`src/rtl/core/ipck_pkg.sv`:
```
package ipck_pkg;

  localparam logic [16:0] COUNT_MAX = 17'h1FFFF;
  localparam logic [7:0]  TCP_PROTO = 8'd6;
  localparam logic [3:0]  IP_VERSION = 4'd4;
  localparam logic [16:0] CKSUM_OFFSET_IP = 17'd10;
  localparam logic [16:0] CKSUM_OFFSET_TCP = 17'd16;
  localparam logic [16:0] ADDR_FIRST = 17'd12;
  localparam logic [16:0] ADDR_END = 17'd20;
  localparam int          QUEUE_DEPTH = 2;

  typedef enum logic [2:0] {
    ST_OK           = 3'd0,
    ST_NOT_IPV4     = 3'd1,
    ST_NOT_TCP      = 3'd2,
    ST_HDR_TOO_LONG = 3'd3,
    ST_LEN_MISMATCH = 3'd4
  } status_t;

  // One word of work for the accumulator side. A zero word leaves a sum unchanged.
  typedef struct packed {
    logic [15:0] hdr_word;
    logic [15:0] seg_word;
    logic [15:0] tail_add;
    status_t     status;
    logic        last;
  } work_t;

  function automatic logic [15:0] ones_add(input logic [15:0] a, input logic [15:0] b);
    logic [16:0] s;
    logic [16:0] f;
    s = {1'b0, a} + {1'b0, b};
    f = {1'b0, s[15:0]} + {16'd0, s[16]};
    return f[15:0];
  endfunction

endpackage

```
`src/rtl/core/ipv4_tcp_checksum_recompute.sv`:
```
// Channel  Direction  Accept when            Payload
// in_      slave      in_tvalid & in_tready   tdata[7:0] data_byte, tlast last_byte
// out_     master     out_tvalid & out_tready tdata ip_checksum, tcp_checksum, status
//
// One byte is taken per cycle while the queue has room; a result follows the last byte
// from the front stage into the two-entry queue, then from the accumulator into the output register.
// The accumulator keeps header and segment sums with 16-bit end-around adds per queue item.
// Reset is synchronous, active low, and empties the queue and clears both sums.
// A stalled output holds the queue only once it reaches a packet's last byte.
module ipv4_tcp_checksum_recompute (
  input  logic        clk,
  input  logic        rst_n,
  input  logic        in_tvalid,
  output logic        in_tready,
  input  logic [7:0]  in_tdata,   // data_byte[7:0]
  input  logic        in_tlast,   // last_byte
  output logic        out_tvalid,
  input  logic        out_tready,
  output logic [39:0] out_tdata   // ip_checksum[15:0], tcp_checksum[31:16], status[34:32]
);

  logic            push, pop, q_ready, q_valid;
  ipck_pkg::work_t push_item, q_item;

  ipck_front u_front (
    .clk       (clk),
    .rst_n     (rst_n),
    .in_tvalid (in_tvalid),
    .in_tready (in_tready),
    .in_tdata  (in_tdata),
    .in_tlast  (in_tlast),
    .push      (push),
    .push_item (push_item),
    .q_ready   (q_ready)
  );

  ipck_queue u_queue (
    .clk       (clk),
    .rst_n     (rst_n),
    .push      (push),
    .push_item (push_item),
    .q_ready   (q_ready),
    .q_valid   (q_valid),
    .q_item    (q_item),
    .pop       (pop)
  );

  ipck_back u_back (
    .clk        (clk),
    .rst_n      (rst_n),
    .q_valid    (q_valid),
    .q_item     (q_item),
    .pop        (pop),
    .out_tvalid (out_tvalid),
    .out_tready (out_tready),
    .out_tdata  (out_tdata)
  );

  a_err_zero: assert property (@(posedge clk) disable iff (!rst_n)
    (out_tvalid && out_tdata[34:32] != 3'd0) |-> (out_tdata[31:0] == 32'd0))
    else $error("checksums not zero on an error status");

  a_status_range: assert property (@(posedge clk) disable iff (!rst_n)
    out_tvalid |-> (out_tdata[34:32] <= 3'd4 && out_tdata[39:35] == 5'd0))
    else $error("status code or padding out of range");

  a_reset_clear: assert property (@(posedge clk)
    !rst_n |=> (!out_tvalid && in_tready))
    else $error("block not empty after reset");

  a_no_pop_empty: assert property (@(posedge clk) disable iff (!rst_n)
    pop |-> q_valid)
    else $error("queue popped while empty");

endmodule

```
`src/rtl/core/ipck_front.sv`:
```
module ipck_front (
  input  logic            clk,
  input  logic            rst_n,
  input  logic            in_tvalid,
  output logic            in_tready,
  input  logic [7:0]      in_tdata,   // data_byte[7:0]
  input  logic            in_tlast,
  output logic            push,
  output ipck_pkg::work_t push_item,
  input  logic            q_ready
);

  logic [16:0] cnt_r, cnt_nxt;
  logic [3:0]  ihl_r, ihl_nxt;
  logic [3:0]  ver_r, ver_nxt;
  logic [15:0] tl_r, tl_nxt;
  logic [7:0]  proto_r, proto_nxt;
  logic [7:0]  held_r, held_nxt;

  logic [16:0] pos;
  logic [16:0] hdr_bytes;
  logic [15:0] word;
  logic [15:0] seg_len;
  logic        in_hdr, in_seg, in_addr;
  ipck_pkg::status_t status;

  assign in_tready = q_ready;
  assign push = in_tvalid && q_ready;

  always_comb begin
    ihl_nxt = ihl_r;
    ver_nxt = ver_r;
    tl_nxt = tl_r;
    proto_nxt = proto_r;
    held_nxt = held_r;
    if (cnt_r == 17'd0) begin
      ver_nxt = in_tdata[7:4];
      ihl_nxt = in_tdata[3:0];
    end else if (cnt_r == 17'd2) begin
      tl_nxt = {in_tdata, tl_r[7:0]};
    end else if (cnt_r == 17'd3) begin
      tl_nxt = {tl_r[15:8], in_tdata};
    end else if (cnt_r == 17'd9) begin
      proto_nxt = in_tdata;
    end
    if (!cnt_r[0]) held_nxt = in_tdata;
    cnt_nxt = (cnt_r < ipck_pkg::COUNT_MAX) ? cnt_r + 17'd1 : cnt_r;

    // Word offset is always the even byte offset of the pair.
    pos = {cnt_r[16:1], 1'b0};
    hdr_bytes = {11'd0, ihl_nxt, 2'b00};
    if (cnt_r[0]) word = {held_r, in_tdata};
    else if (in_tlast) word = {in_tdata, 8'h00};
    else word = 16'h0000;

    in_hdr = (pos < hdr_bytes) && (pos != ipck_pkg::CKSUM_OFFSET_IP);
    in_seg = (pos >= hdr_bytes) && (pos != hdr_bytes + ipck_pkg::CKSUM_OFFSET_TCP);
    in_addr = (pos >= ipck_pkg::ADDR_FIRST) && (pos < ipck_pkg::ADDR_END);

    push_item.hdr_word = in_hdr ? word : 16'h0000;
    // A word counted twice in the segment sum is the same as the word rotated left by one.
    if (in_seg && in_addr) push_item.seg_word = {word[14:0], word[15]};
    else if (in_seg || in_addr) push_item.seg_word = word;
    else push_item.seg_word = 16'h0000;

    if (cnt_nxt[16] || (cnt_nxt != {1'b0, tl_nxt})) status = ipck_pkg::ST_LEN_MISMATCH;
    else if (hdr_bytes > {1'b0, tl_nxt}) status = ipck_pkg::ST_HDR_TOO_LONG;
    else if (ver_nxt != ipck_pkg::IP_VERSION) status = ipck_pkg::ST_NOT_IPV4;
    else if (proto_nxt != ipck_pkg::TCP_PROTO) status = ipck_pkg::ST_NOT_TCP;
    else status = ipck_pkg::ST_OK;

    seg_len = tl_nxt - hdr_bytes[15:0];
    push_item.tail_add = ipck_pkg::ones_add({8'd0, ipck_pkg::TCP_PROTO}, seg_len);
    push_item.status = status;
    push_item.last = in_tlast;
  end

  always_ff @(posedge clk) begin
    if (!rst_n) begin
      cnt_r <= '0;
      ihl_r <= '0;
      ver_r <= '0;
      tl_r <= '0;
      proto_r <= '0;
      held_r <= '0;
    end else if (push) begin
      if (in_tlast) begin
        cnt_r <= '0;
        ihl_r <= '0;
        ver_r <= '0;
        tl_r <= '0;
        proto_r <= '0;
        held_r <= '0;
      end else begin
        cnt_r <= cnt_nxt;
        ihl_r <= ihl_nxt;
        ver_r <= ver_nxt;
        tl_r <= tl_nxt;
        proto_r <= proto_nxt;
        held_r <= held_nxt;
      end
    end
  end

endmodule

```
`src/rtl/core/ipck_queue.sv`:
```
module ipck_queue (
  input  logic            clk,
  input  logic            rst_n,
  input  logic            push,
  input  ipck_pkg::work_t push_item,
  output logic            q_ready,
  output logic            q_valid,
  output ipck_pkg::work_t q_item,
  input  logic            pop
);

  ipck_pkg::work_t slot_r [ipck_pkg::QUEUE_DEPTH];
  logic        wr_ptr_r, rd_ptr_r;
  logic [1:0]  fill_r, fill_nxt;

  assign q_ready = (fill_r != 2'(ipck_pkg::QUEUE_DEPTH));
  assign q_valid = (fill_r != 2'd0);
  assign q_item = slot_r[rd_ptr_r];

  always_comb begin
    fill_nxt = fill_r;
    if (push && !pop) fill_nxt = fill_r + 2'd1;
    else if (!push && pop) fill_nxt = fill_r - 2'd1;
  end

  always_ff @(posedge clk) begin
    if (push) slot_r[wr_ptr_r] <= push_item;
  end

  always_ff @(posedge clk) begin
    if (!rst_n) begin
      wr_ptr_r <= 1'b0;
      rd_ptr_r <= 1'b0;
      fill_r <= '0;
    end else begin
      if (push) wr_ptr_r <= ~wr_ptr_r;
      if (pop) rd_ptr_r <= ~rd_ptr_r;
      fill_r <= fill_nxt;
    end
  end

endmodule

```
`src/rtl/core/ipck_back.sv`:
```
module ipck_back (
  input  logic            clk,
  input  logic            rst_n,
  input  logic            q_valid,
  input  ipck_pkg::work_t q_item,
  output logic            pop,
  output logic            out_tvalid,
  input  logic            out_tready,
  output logic [39:0]     out_tdata
);

  logic [15:0] hdr_sum_r, hdr_sum_nxt;
  logic [15:0] seg_sum_r, seg_sum_nxt;
  logic [15:0] tcp_sum;
  logic        out_valid_r;
  logic [15:0] ip_ck_r, tcp_ck_r;
  ipck_pkg::status_t status_r;

  // A closing word needs the output register free; other words drain at once.
  assign pop = q_valid && (!q_item.last || !out_valid_r || out_tready);
  assign out_tvalid = out_valid_r;
  assign out_tdata = {5'd0, status_r, tcp_ck_r, ip_ck_r};

  always_comb begin
    hdr_sum_nxt = ipck_pkg::ones_add(hdr_sum_r, q_item.hdr_word);
    seg_sum_nxt = ipck_pkg::ones_add(seg_sum_r, q_item.seg_word);
    tcp_sum = ipck_pkg::ones_add(seg_sum_nxt, q_item.tail_add);
  end

  always_ff @(posedge clk) begin
    if (!rst_n) begin
      hdr_sum_r <= '0;
      seg_sum_r <= '0;
      out_valid_r <= 1'b0;
    end else begin
      if (pop && q_item.last) out_valid_r <= 1'b1;
      else if (out_tready) out_valid_r <= 1'b0;
      if (pop) begin
        if (q_item.last) begin
          hdr_sum_r <= '0;
          seg_sum_r <= '0;
        end else begin
          hdr_sum_r <= hdr_sum_nxt;
          seg_sum_r <= seg_sum_nxt;
        end
      end
    end
  end

  always_ff @(posedge clk) begin
    if (pop && q_item.last) begin
      status_r <= q_item.status;
      if (q_item.status == ipck_pkg::ST_OK) begin
        ip_ck_r <= ~hdr_sum_nxt;
        tcp_ck_r <= ~tcp_sum;
      end else begin
        ip_ck_r <= '0;
        tcp_ck_r <= '0;
      end
    end
  end

endmodule
```
`config.mk`:
```
export PLATFORM = sky130hd
export DESIGN_NAME = ipv4_tcp_checksum_recompute
export DESIGN_NICKNAME = d
export VERILOG_FILES = /design/src/rtl/core/ipck_pkg.sv /design/src/rtl/core/ipv4_tcp_checksum_recompute.sv /design/src/rtl/core/ipck_front.sv /design/src/rtl/core/ipck_queue.sv /design/src/rtl/core/ipck_back.sv
export SDC_FILE = /design/constraint.sdc
export NUM_CORES = 1
export LEC_CHECK = 0
export BUFFER_PORTS_ARGS = -buffer_cell sky130_fd_sc_hd__buf_2
export CAP_MARGIN = 15
export CORE_ASPECT_RATIO = 1.75
export CORE_MARGIN = 2
export CORE_UTILIZATION = 40
export CTS_BUF_LIST = sky130_fd_sc_hd__clkbuf_8 sky130_fd_sc_hd__clkbuf_16
export CTS_CLUSTER_SIZE = 10
export DETAILED_ROUTE_END_ITERATION = 16
export GPL_ROUTABILITY_DRIVEN = 0
export HOLD_SLACK_MARGIN = 0.1
export MAX_ROUTING_LAYER = met4
export PLACE_DENSITY_LB_ADDON = 0.08
export SLEW_MARGIN = 25
export SYNTH_ARGS = -nofsm -noshare
export SYNTH_HDL_FRONTEND = slang
export SYNTH_SLANG_ARGS = --single-unit
```
`constraint.sdc`:
```
create_clock -name clk -period 14 [get_ports clk]
set_input_delay 2.1 -clock clk [delete_from_list [all_inputs] [get_ports clk]]
set_output_delay 2.1 -clock clk [all_outputs]
set_load 0.02 [all_outputs]
```
==> After elaboration in Yosys (flattened, before gate mapping) <==
Memories as Yosys holds them, arrays and structs flattened. A register that Yosys moved wholly into a read port is not among the register bits.
Index checks and enable logic that the tools add are counted.
{ "word_totals": {"in_bits": 13, "mem_bits_rw": 104, "wordCells": 108, "ff_bits": 129, "mem_count": 1, "out_inout_bits": 42} }
{ "mem_list": {"columns": ["name", "depth", "width", "rd", "rd_ports_with_merged_regs", "wr", "line", "text"], "rows": [
  ["u_queue.slot_r", 2, 52, 1, 1, 1, "ipck_queue.sv:12", "ipck_pkg::work_t slot_r [ipck_pkg::QUEUE_DEPTH];"]
]} }
{ "op_classes": {"magnitude_cmp": 6, "reduce_logical": 23, "n_bitwise": 4, "eq_ne": 10, "addsub": 13, "n_mux": 36} }
{ "ops": {"columns": ["op", "count"], "rows": [
  ["$mux 16", 10],
  ["$add 16x1->16", 4],
  ["$mux 8", 8],
  ["$add 16x16->17", 3],
  ["$eq 17x2->1 const B", 2],
  ["$mux 17", 2],
  ["$not 16->16", 2],
  ["$add 17x1->17 const B", 1],
  ["$add 3x16->17 const A", 1],
  ["$eq 17x4->1 const B", 1],
  ["$ge 17x4->1 const B", 1],
  ["$ge 17x6->1", 1],
  ["$logic_not 17->1", 1],
  ["$lt 17x17->1 const B", 1],
  ["$lt 17x5->1 const B", 1],
  ["$lt 17x6->1", 1],
  ["$ne 17x16->1", 1],
  ["$ne 17x17->1", 1],
  ["$gt 6x16->1", 1],
  ["$mux 4", 4],
  ["$ne 16x3->1 const B", 1],
  ["$sub 16x6->16", 1],
  ["$logic_and 1x1->1", 9],
  ["$mux 3", 3],
  ["14 further kinds", 31]
]} }

==> Logic depth before layout (Yosys ltp) <==
Gate-level depths: netlist of run 1.
{ "depth": {"word_depth": 10, "depth_mapped": 34, "ltp_nobuf": 32} }

==> Cells and area by module <==
From an unflattened synthesis of run 1, not the netlist that was laid out.
{ "hier_totals": {"cells_unflattened": 1572, "hier_area_um2": 15239.6} }
{ "modules_own_cells": {"columns": ["mod", "n_inst", "cells_each", "area_each_um2", "seq_area_each_um2"], "rows": [
  ["ipck_back", 1, 685, 5906.9, 1711.6],
  ["ipck_front", 1, 703, 5343.9, 1141.1],
  ["ipck_queue", 1, 184, 3988.8, 3223.1]
]} }

==> Least setup slack after synthesis of run 1 <==
Ideal clock, no wire load.
{ "synth_timing": {"path_type": "flip-flop to flip-flop", "startpoint": "register with a tool-made name", "endpoint": "register u_back.tcp_ck_r[15] (data pin)", "arrival_time_ns": 6.552, "stages_incl_launch_ff": 34, "synth_period_minus_slack_ns": 6.817, "setup_ns": 0.266, "t_required_ns": 13.734, "setup_slack_ns": 7.183, "path_buffers": 2, "path_cell_list": "dfxtp_1 clkbuf_1 clkbuf_1 mux2_2 ha_1 fa_1 a211oi_1 o21ai_1 and3_1 o31ai_1 a21oi_1 a21oi_1 o21bai_1 ha_1 and3_1 nand3_1 nand2b_1 xnor2_1 ha_1 o21ai_0 a21oi_1 nand2_1 o31a_1 a21oi_1 a21o_1 a21o_1 ha_1 nand3_1 nand2b_1 nor2_1 and3_1 nand4_1 xnor3_1 nor2_1"} }
{ "synth_rtl": {"columns": ["element", "line", "text"], "rows": [
  ["end signal: assignment", "ipck_back.sv:55", "tcp_ck_r <= ~tcp_sum;"],
  ["end: declaration", "ipck_back.sv:16", "logic [15:0] ip_ck_r, tcp_ck_r;"]
]} }

==> results of run 1 <==
[cell usage after synthesis, drive strengths merged, types with 5 or more instances]
| master | number | area [sq um] |
|---|---|---|
| a22oi | 60 | 450.4 |
| edfxtp | 139 | 4174 |
| inv | 29 | 108.9 |
| or3 | 15 | 93.84 |
| clkbuf | 55 | 206.5 |
| o22ai | 11 | 68.82 |
| o21a | 10 | 75.07 |
| ha | 73 | 913.4 |
| nor2b | 77 | 481.7 |
| o21ai | 57 | 289.0 |
| a21oi | 77 | 385.4 |
| xor2 | 43 | 376.6 |
| nand2b | 15 | 93.84 |
| a211oi | 11 | 82.58 |
| and4 | 5 | 43.79 |
| a31o | 6 | 52.55 |
| a21o | 12 | 90.09 |
| nor4 | 14 | 102.6 |
| and2 | 33 | 206.5 |
| nor4b | 7 | 67.56 |
| mux2i | 26 | 272.8 |
| xnor2 | 99 | 874.6 |
| mux2 | 64 | 720.7 |
| a21boi | 8 | 60.06 |
| o211ai | 9 | 67.56 |
| nand2 | 82 | 307.8 |
| nor2 | 106 | 405.4 |
| dfxtp | 95 | 1902 |
| nand3 | 35 | 185.2 |
| and3 | 26 | 167.7 |
| nand4 | 17 | 106.4 |
| o21bai | 6 | 45.04 |
| nor3 | 33 | 176.4 |
| or2 | 10 | 62.56 |
| buf | 23 | 132.6 |
[worst max-delay path: cells and delay by family, from the launching register on]
kind	cells	cell delay (ps)
AOI/OAI and AO/OA	12	2380
and+or+nand+nor	11	1880
adders and majority gates	5	1440
buffers and inverters	1	550
muxes	1	410
xor gates and xnor gates	2	390
DFF	1	310
[report_power, final]
group	switching (mW)	internal, mW
Combinational	0.982	0.635
Sequential	0.0408	0.867
Clock	0.290	0.378
Total	1.31	1.88
[kinds of logic (layout without fill, tap and decap cells)]
kind of cell | count (synthesis) | after routing | synth area share (%)
AND/OR/NAND/NOR | 495 | 495 | 18.42
flip-flops | 234 | 234 | 41.80
XOR/XNOR | 143 | 143 | 8.762
multiplexers | 90 | 90 | 6.834
buffers and inverters | 108 | 148 | 3.107
AO/OA/AOI/OAI | 312 | 312 | 14.22
other | 1 | 5 | 0.02580
adder cells (fa/ha/maj) | 77 | 77 | 6.834
[worst min path at each step]
stage                         start                    to  slack (ps)
6_report       u_back.seg_sum_r[15]  u_back.seg_sum_r[15]         480
5_1_grt        u_back.hdr_sum_r[15]  u_back.hdr_sum_r[15]         510
4_1_cts        u_back.hdr_sum_r[15]  u_back.hdr_sum_r[15]         480
3_5_place_dp   u_back.hdr_sum_r[15]  u_back.hdr_sum_r[15]         470
3_3_place_gp   u_back.hdr_sum_r[15]  u_back.hdr_sum_r[15]         460
2_1_floorplan  u_back.hdr_sum_r[14]  u_back.hdr_sum_r[14]         450
[state kept, by name (all words and copies together), names as in the netlist, 3 cells and up, named ones only]
register,cells
u_back.ip_ck_r,16
u_back.status_r,3
u_front.ihl_r,4
u_queue.slot_r,104
u_front.tl_r,16
u_front.proto_r,8
u_front.ver_r,4
u_back.hdr_sum_r,16
u_front.held_r,8
u_front.cnt_r,17
u_back.seg_sum_r,16
u_back.tcp_ck_r,16
[routing by layer]
metal | global-route usage (%) | vias to the layer above | wire, um
met5 | - | - | 0
met4 | 9.974 | 0 | 1867
met3 | 2.171 | 88 | 1033
met2 | 37.00 | 189 | 20270
met1 | 21.54 | 5147 | 14580
li1 | - | 5402 | -
[stage by stage]
stage	cells	total power, mW	utilization [%]	instance area, sq um
floorplan	1464	2.146	-	14550
global placement	1921	2.528	42.29	15190
detailed placement	1921	2.534	42.31	15190
CTS	1973	3.218	44.68	16050
global route	1974	3.431	44.74	16070
finish	1974	3.193	44.74	16070
[layout make-up]
| type | count | share of cell area (%) |
|---|---|---|
| multi-input cells | 1122 | 50.11 |
| flip-flops and latches | 234 | 37.82 |
| clock buffers | 31 | 4.618 |
| well taps | 470 | 3.660 |
| repair buffers | 66 | 2.399 |
| inverters | 30 | 0.7009 |
| clock inverters | 21 | 0.6853 |
==> summary.txt, run 1 <==
Outcome
  – Status: completed

Global routing
  – Grt total ovfl: 0
  – First-pass GRT wire length: 59130 um
  – Initial antenna violation count: 0
  – Total track usage: 20.30%
  – Number of global-route vias before repair: 10825
  – Largest net degree at the start of global routing: 97

Worst setup path
  – Worst-path maximum fanout: 52
  – WP data required: 14300 ps
  – Worst reg2reg path depth: 32
  – CP Capture Point: u_back.tcp_ck_r[15]
  – R2r setup slk: 6300 ps
  – Slowest stage cell, crit path: buf_4
  – CP Capture Type: flop
  – RR Endpoint: u_back.tcp_ck_r[15]
  – Type of origin of the critical path: flop
  – Worst EP arrival: 8000 ps
  – Critical path type: flop to flop
  – Slowest stage delay, CP: 550 ps

Floorplanning
  – IO Count: 55
  – Std-Cell Rows: 92
  – Die area: 0.03794 sq mm
  – Core area: 0.03591 sq mm
  – Die height: 256.2 um
  – Die X-Extent: 148.1 um
  – Starting density of the core: 40.48%

Timing
  – Unrepaired setup endpoints after global routing: no
  – Setup TNS: 0 ps
  – # setup viols final: 0
  – Final Slew Violations: 0
  – Fmax: 0.1299 GHz
  – Worst clock skew: 28.15 ps
  – WHS: 484.9 ps
  – PnR worst setup slack: 6300 ps
  – Period Utilization, post-route: 55.00%
  – Worst-margin pin slew: 1084 ps
  – Relative slew slack: 27.05%
  – Final Hold Fails: 0
  – Fin crit period: 7700 ps

Clocking
  – CTS H-tree depth: 1
  – CTS Sinks: 234
  – Clock root buffer: clkbuf_16
  – Clock Latency Late Sink: 580 ps
  – CTS tree: yes
  – Clk buf depth: 3
  – Hold_buf cts: 0
  – Post-CTS Setup Repair Bufs: 0
  – Clk slew on worst S/H paths: 70 ps
  – Post-cts gate resize count: 0
  – Total CTS buffers: 28

Synth
  – Synth warn: 0
  – Mapped cell area: 0.01454 sq mm
  – Ys async rst share: 0%
  – Mapped Cells: 1460
  – Post-synth EDFFs: 139
  – Avg Inst Size Synth: 9.956 sq um
  – Distinct cell type count after synthesis: 87
  – Ys flop type: edfxtp_1
  – Register area share after synthesis: 41.80%
  – Flop and latch count out of synthesis: 234

Finish
  – Layout fillers: 3500
  – FF+latch area: 0.006077 sq mm
  – # nets final: 1572
  – Syn-to-layout area delta: 10.53%
  – Most common cell after layout, fill and taps aside: edfxtp_1
  – Commonest non-fill, non-tap cells in the layout: edfxtp_1, nor2_1, xnor2_1
  – Multi-input gate area: 0.008051 sq mm
  – Share of layout cells above drive strength 1: 13.43%
  – Diodes inserted: 0

Power
  – Pleak: 5.975 nW
  – Peak supply drop: 0.0001212 V
  – Pwr/cell area: 198.7 mW/mm^2

Drt
  – Drt drc: 0
  – Routed Antenna Nets: 0
  – Post-Route WL: 37740 um
  – Vias per Instance: 5.484
  – DRT Pass-1 Iters: 5
  – 1st-iter DRT viols: 493
  – Vias: 10826
  – Routed length per placed instance: 19.12 um

Place
  – IO buf count: 49
  – Post-DP HPWL: 27780 um
  – Setup Slack @ Placement: 6375 ps

Run
  – Max-cap violations: 0

Hold path
  – Tightest Hold Check Type: flop to flop
  – Hold Path Stages: 1
(Power assumes the default switching activity.)
==> inputs of run 2 (changes only) <==
==> constraint.sdc (replaced) <==
create_clock -name clk -period 6.5 [get_ports clk]
set_input_delay 0.975 -clock clk [delete_from_list [all_inputs] [get_ports clk]]
set_output_delay 0.975 -clock clk [all_outputs]
set_load 0.02 [all_outputs]
==> run 2 against run 1 <==
First-iteration DRC count up 5.9%. Sequential share of layout area down 1.7 points. Flip-flop and latch count unchanged. Non-clock buffer count up 84. Setup slack worse by 5900 ps. Total power up 130%. Critical endpoint unchanged. Routed wire length up 6.4%. Global-route usage up 1.1 points. Via count up 3.7%. Clock skew down 8.2 ps. Die area unchanged.
==> summary.txt, run 2 (same netlist as run 1, synthesis figures left out) <==
Finish
  – Largest register FFs: 104
  – Post-route non-filler standard cell count: 2058
  – # nets final: 1656
  – Final core occ: 46.87%
  – Top Registers: u_queue.slot_r (104), u_front.cnt_r (17)
  – Layout fillers: 3487
  – Diodes inserted: 0
  – Commonest non-fill, non-tap cells in the layout: edfxtp_1, nor2_1, buf_4
  – Design area: 0.01683 sq mm
  – Syn-to-layout area delta: 15.80%
  – Largest register by flop count: u_queue.slot_r
  – Most common cell after layout, fill and taps aside: edfxtp_1
  – Share of layout cells above drive strength 1: 19.58%

Worst setup path
  – CP Capture Type: flop
  – Critical path type: flop to flop
  – Type of origin of the critical path: flop
  – Worst-path maximum fanout: 4
  – Worst EP arrival: 6400 ps
  – Slowest stage delay, CP: 360 ps
  – Slowest stage cell, crit path: fa_2
  – WP data required: 6790 ps

Clocking
  – Total CTS buffers: 28
  – Clk buf depth: 3
  – Clock Latency Late Sink: 560 ps
  – CTS H-tree depth: 1
  – Clock root buffer: clkbuf_16
  – Clk slew on worst S/H paths: 60 ps
  – CTS tree: yes
  – CTS Sinks: 234
  – Hold_buf cts: 0

Global routing
  – Total track usage: 21.40%
  – First-pass GRT wire length: 61800 um
  – Largest net degree at the start of global routing: 97
  – GR Util met2: 41.50%
  – Layer with the highest usage: met2
  – Met1 usage: 21.19%
  – Initial antenna violation count: 0
  – Grt total ovfl: 0
  – Met3 Resource Use GR: 1.940%
  – Number of global-route vias before repair: 11169

Power
  – Pwr/cell area: 436.6 mW/mm^2
  – Pleak: 6.406 nW
  – Peak supply drop: 0.0002168 V

Drt
  – Vias per Instance: 5.455
  – Drt drc: 0
  – Post-Route WL: 40150 um
  – Routed Antenna Nets: 0
  – DRT Pass-1 Iters: 5
  – Routed length per placed instance: 19.51 um
  – 1st-iter DRT viols: 522
  – Vias: 11227

Timing
  – Setup TNS: 0 ps
  – WHS: 499.9 ps
  – Fin crit period: 6108 ps
  – Worst-margin pin slew: 979.8 ps
  – Final Slew Violations: 0
  – Final Hold Fails: 0
  – Fmax: 0.1637 GHz
  – Period Utilization, post-route: 93.97%
  – Worst clock skew: 19.93 ps
  – # setup viols final: 0
  – Relative slew slack: 34.61%

Place
  – Placed Area: 0.01579 sq mm
  – Placed insts: 1999
  – Post-DP HPWL: 29900 um
  – IO buf count: 49

Run
  – Max-cap violations: 0

Floorplanning
  – Core area: 0.03591 sq mm
  – Starting density of the core: 40.48%
  – Std-Cell Rows: 92
  – Die height: 256.2 um
  – Die X-Extent: 148.1 um
  – IO Count: 55
  – Die area: 0.03794 sq mm

Hold path
  – Tightest Hold Check Type: flop to flop

Outcome
  – Status: completed
==> run 2: path summary, 6_finish.rpt <==
check | start | to | slack, ps | depth (start not counted)
max | flop | u_back.tcp_ck_r[15] | 390 | 31
min | u_back.hdr_sum_r[14] | u_back.hdr_sum_r[14] | 500 | 1
max reg2reg | flop | u_back.tcp_ck_r[15] | 390 | 31
min reg2reg | u_back.hdr_sum_r[14] | u_back.hdr_sum_r[14] | 500 | 1
==> run 2: area by class of cell <==
type,instances,area (sq um),share of cell area (%)
clock buffer,30,728.2,4.326
clock inverter,22,98.84,0.5872
inverter,30,112.6,0.6689
multi-input combinational,1122,8200,48.71
sequential,234,6077,36.10
tap,470,588.1,3.493
timing repair buffer,150,1028,6.110
==> run 2: what timing repair did <==
| action | 4_1_cts | 5_1_grt |
|---|---|---|
| setup endpoints to repair | 1 | 15 |
| gates cloned | 0 | 0 |
| setup buffers | 0 | 6 |
| gates resized for setup | 1 | 27 |
| pin swaps | 0 | 11 |
==> run 2: critical path: cells and delay by family, from the launching register on <==
family | cells | cell delay (ps)
AOI/OAI and AO/OA | 12 | 2100
and+or+nand+nor | 11 | 1490
adders and majority gates | 5 | 1250
DFF | 1 | 340
muxes | 1 | 330
xor gates and xnor gates | 2 | 330
==> run 2: stage by stage <==
stage	power, mW	worst slack (ps)
floorplan	4.626	-58.09
global placement	5.809	32.87
detailed placement	5.821	-6.968
CTS	7.283	54.31
global route	7.872	-16.09
finish	7.350	391.9
==> run 2: metal layers <==
layer	wire, um	part of all wire, %
met5	0	0
met4	1819	4.5
met3	1025	2.6
met2	22710	57
met1	14600	36
==> run 2: where the power goes <==
part | total (mW) | internal [mW] | switching [mW] | leakage, nW
Clock | 1.43 | 0.797 | 0.629 | 0.474
Sequential | 1.96 | 1.87 | 0.0915 | 2.06
Combinational | 3.96 | 1.69 | 2.27 | 3.87
Total | 7.35 | 4.36 | 2.99 | 6.41
==> inputs of run 3 (changes only) <==
--- a/config.mk
+++ b/config.mk
@@ -9,7 +9,7 @@
 export CAP_MARGIN = 15
 export CORE_ASPECT_RATIO = 1.75
 export CORE_MARGIN = 2
-export CORE_UTILIZATION = 40
+export CORE_UTILIZATION = 45
 export CTS_BUF_LIST = sky130_fd_sc_hd__clkbuf_8 sky130_fd_sc_hd__clkbuf_16
 export CTS_CLUSTER_SIZE = 10
 export DETAILED_ROUTE_END_ITERATION = 16
@@ -17,6 +17,7 @@
 export HOLD_SLACK_MARGIN = 0.1
 export MAX_ROUTING_LAYER = met4
 export PLACE_DENSITY_LB_ADDON = 0.08
+export REMOVE_ABC_BUFFERS = 1
 export SLEW_MARGIN = 25
 export SYNTH_ARGS = -nofsm -noshare
 export SYNTH_HDL_FRONTEND = slang
==> run 3 against run 2 <==
Routed wire length shrank 2.5%. Setup slack lost 64 ps. Total power shrank 1.2%. Final area shrank 0.56%. Fmax shrank 1.0%. Flip-flop and latch count is the same. Clock skew grew 3.5 ps. Non-clock buffer count shrank 12. Critical endpoint unchanged. Register-to-register slack lost 60 ps. Global-route usage grew 1.9 points. Die area shrank 11%. Cell count shrank 4.0%.
==> summary.txt, run 3 (same netlist as run 1, synthesis figures left out) <==
Outcome
  – Status: completed

Place
  – Placed insts: 1920
  – Post-DP HPWL: 29840 um
  – IO buf count: 49
  – Setup Slack @ Placement: -67.04 ps

Finish
  – Most common cell after layout, fill and taps aside: edfxtp_1
  – Post-route non-filler standard cell count: 1976
  – Share of layout cells above drive strength 1: 19.35%
  – # nets final: 1644
  – Syn-to-layout area delta: 15.16%
  – Final core occ: 52.31%
  – Top Registers: u_queue.slot_r (104), u_front.cnt_r (17)
  – Largest register by flop count: u_queue.slot_r
  – Diodes inserted: 0
  – Commonest non-fill, non-tap cells in the layout: edfxtp_1, nor2_1, xnor2_1
  – Largest register FFs: 104

Global routing
  – Number of global-route vias before repair: 11298
  – Largest net degree at the start of global routing: 54
  – Grt total ovfl: 0
  – Initial antenna violation count: 0
  – First-pass GRT wire length: 60490 um
  – Total track usage: 23.28%

Floorplanning
  – Die height: 241.8 um
  – IO Count: 55
  – Std-Cell Rows: 87
  – Die area: 0.03381 sq mm
  – Starting density of the core: 45.42%
  – Core area: 0.03200 sq mm
  – Die X-Extent: 139.9 um

Hold path
  – Tightest Hold Check Type: flop to flop
  – Worst min-delay path endpoint: u_back.hdr_sum_r[15]
  – Hold Path Stages: 1
  – HP Start: u_back.hdr_sum_r[15]

Clocking
  – Clk slew on worst S/H paths: 60 ps
  – CTS Sinks: 234
  – Clock Latency Late Sink: 560 ps
  – Clock root buffer: clkbuf_16
  – Hold_buf cts: 0
  – CTS tree: yes
  – CTS H-tree depth: 1
  – Total CTS buffers: 28
  – Clk buf depth: 3

Drt
  – Post-Route WL: 39150 um
  – Vias per Instance: 5.687
  – Vias: 11238
  – Routed length per placed instance: 19.81 um
  – Drt drc: 0
  – 1st-iter DRT viols: 547
  – DRT Pass-1 Iters: 7
  – Routed Antenna Nets: 0

Timing
  – Period Utilization, post-route: 94.96%
  – # setup viols final: 0
  – Worst-margin pin slew: 1017 ps
  – Fmax: 0.1620 GHz
  – Relative slew slack: 32.22%
  – Fin crit period: 6172 ps
  – PnR worst setup slack: 327.7 ps
  – Unrepaired setup endpoints after global routing: yes
  – Worst clock skew: 23.39 ps
  – Final Slew Violations: 0
  – Final Hold Fails: 0

Worst setup path
  – Worst reg2reg path depth: 32
  – RR Endpoint: u_back.tcp_ck_r[15]
  – WP data required: 6780 ps
  – Type of origin of the critical path: flop
  – R2r setup slk: 330 ps
  – Worst-path maximum fanout: 8
  – Slowest stage delay, CP: 350 ps
  – CP Capture Type: flop
  – Slowest stage cell, crit path: dfxtp_2
  – Critical path type: flop to flop
  – Worst EP arrival: 6460 ps

Power
  – Peak supply drop: 0.0003185 V
  – Pwr/cell area: 434.0 mW/mm^2
  – Pleak: 6.380 nW

Run
  – Max-cap violations: 0
run 3: layer usage:
layer  share of wire, %  vias up  wire (um)  track usage [%]
met5                  0        -          0                -
met4                4.7        0       1859            10.88
met3                2.7       96       1049            2.356
met2                 56      221      21860            45.04
met1                 37     5399      14380            22.78
li1                   -     5522          -                -
run 3: what timing repair did:
item | CTS | global route
setup buffers | 1 | 3
resized for setup | 4 | 34
hold endpoints to repair | 0 | 0
pin swaps | 0 | 11
endpoints found under the setup margin | 6 | 16
run 3: final cells by class:
cell class	count	area, sq um
multi-input combinational	1122	8242
clock inverter	22	122.6
sequential	234	6077
tap	400	500.5
inverter	30	112.6
clock buffer	30	739.5
fill	3005	15260
timing repair buffer	138	945.9
run 3: worst max-delay path by stage:
stage                     slack, ps  from  depth (start not counted)                  end
after floorplan                -920  flop                         31  u_back.tcp_ck_r[15]
after global placement           40  flop                         31  u_back.tcp_ck_r[15]
after detailed placement        -70  flop                         31  u_back.tcp_ck_r[15]
after CTS                        30  flop                         31  u_back.tcp_ck_r[15]
after global routing            -30  flop                         32  u_back.tcp_ck_r[15]
final                           330  flop                         32  u_back.tcp_ck_r[15]
run 3: worst max-delay path: cells and delay by family, from the launching register on:
kind                     cells  cell delay, ps
multiplexers                 1             340
AND/OR/NAND/NOR             12            1650
buffers and inverters        2             240
flip-flops                   1             350
XOR/XNOR                     2             490
AO/OA/AOI/OAI               11            1820
adder cells (fa/ha/maj)      4            1010
run 3: where the power goes:
group          total (mW)  switching, mW  internal [mW]
Sequential           1.97         0.0974           1.87
Clock                1.45          0.597          0.849
Combinational        3.85           2.25           1.61
run 3: stage by stage:
stage | instance area, sq um | power (mW) | setup TNS [ps] | hold WS (ps)
after floorplan | 14210 | 4.585 | -6220 | 448.4
after global placement | 15630 | 5.644 | 0 | 478.5
after detailed placement | 15650 | 5.685 | -71.64 | 479.8
after CTS | 16530 | 7.185 | 0 | 492.0
after global routing | 16740 | 7.763 | -96.95 | 507.2
final | 16740 | 7.265 | 0 | 487.0
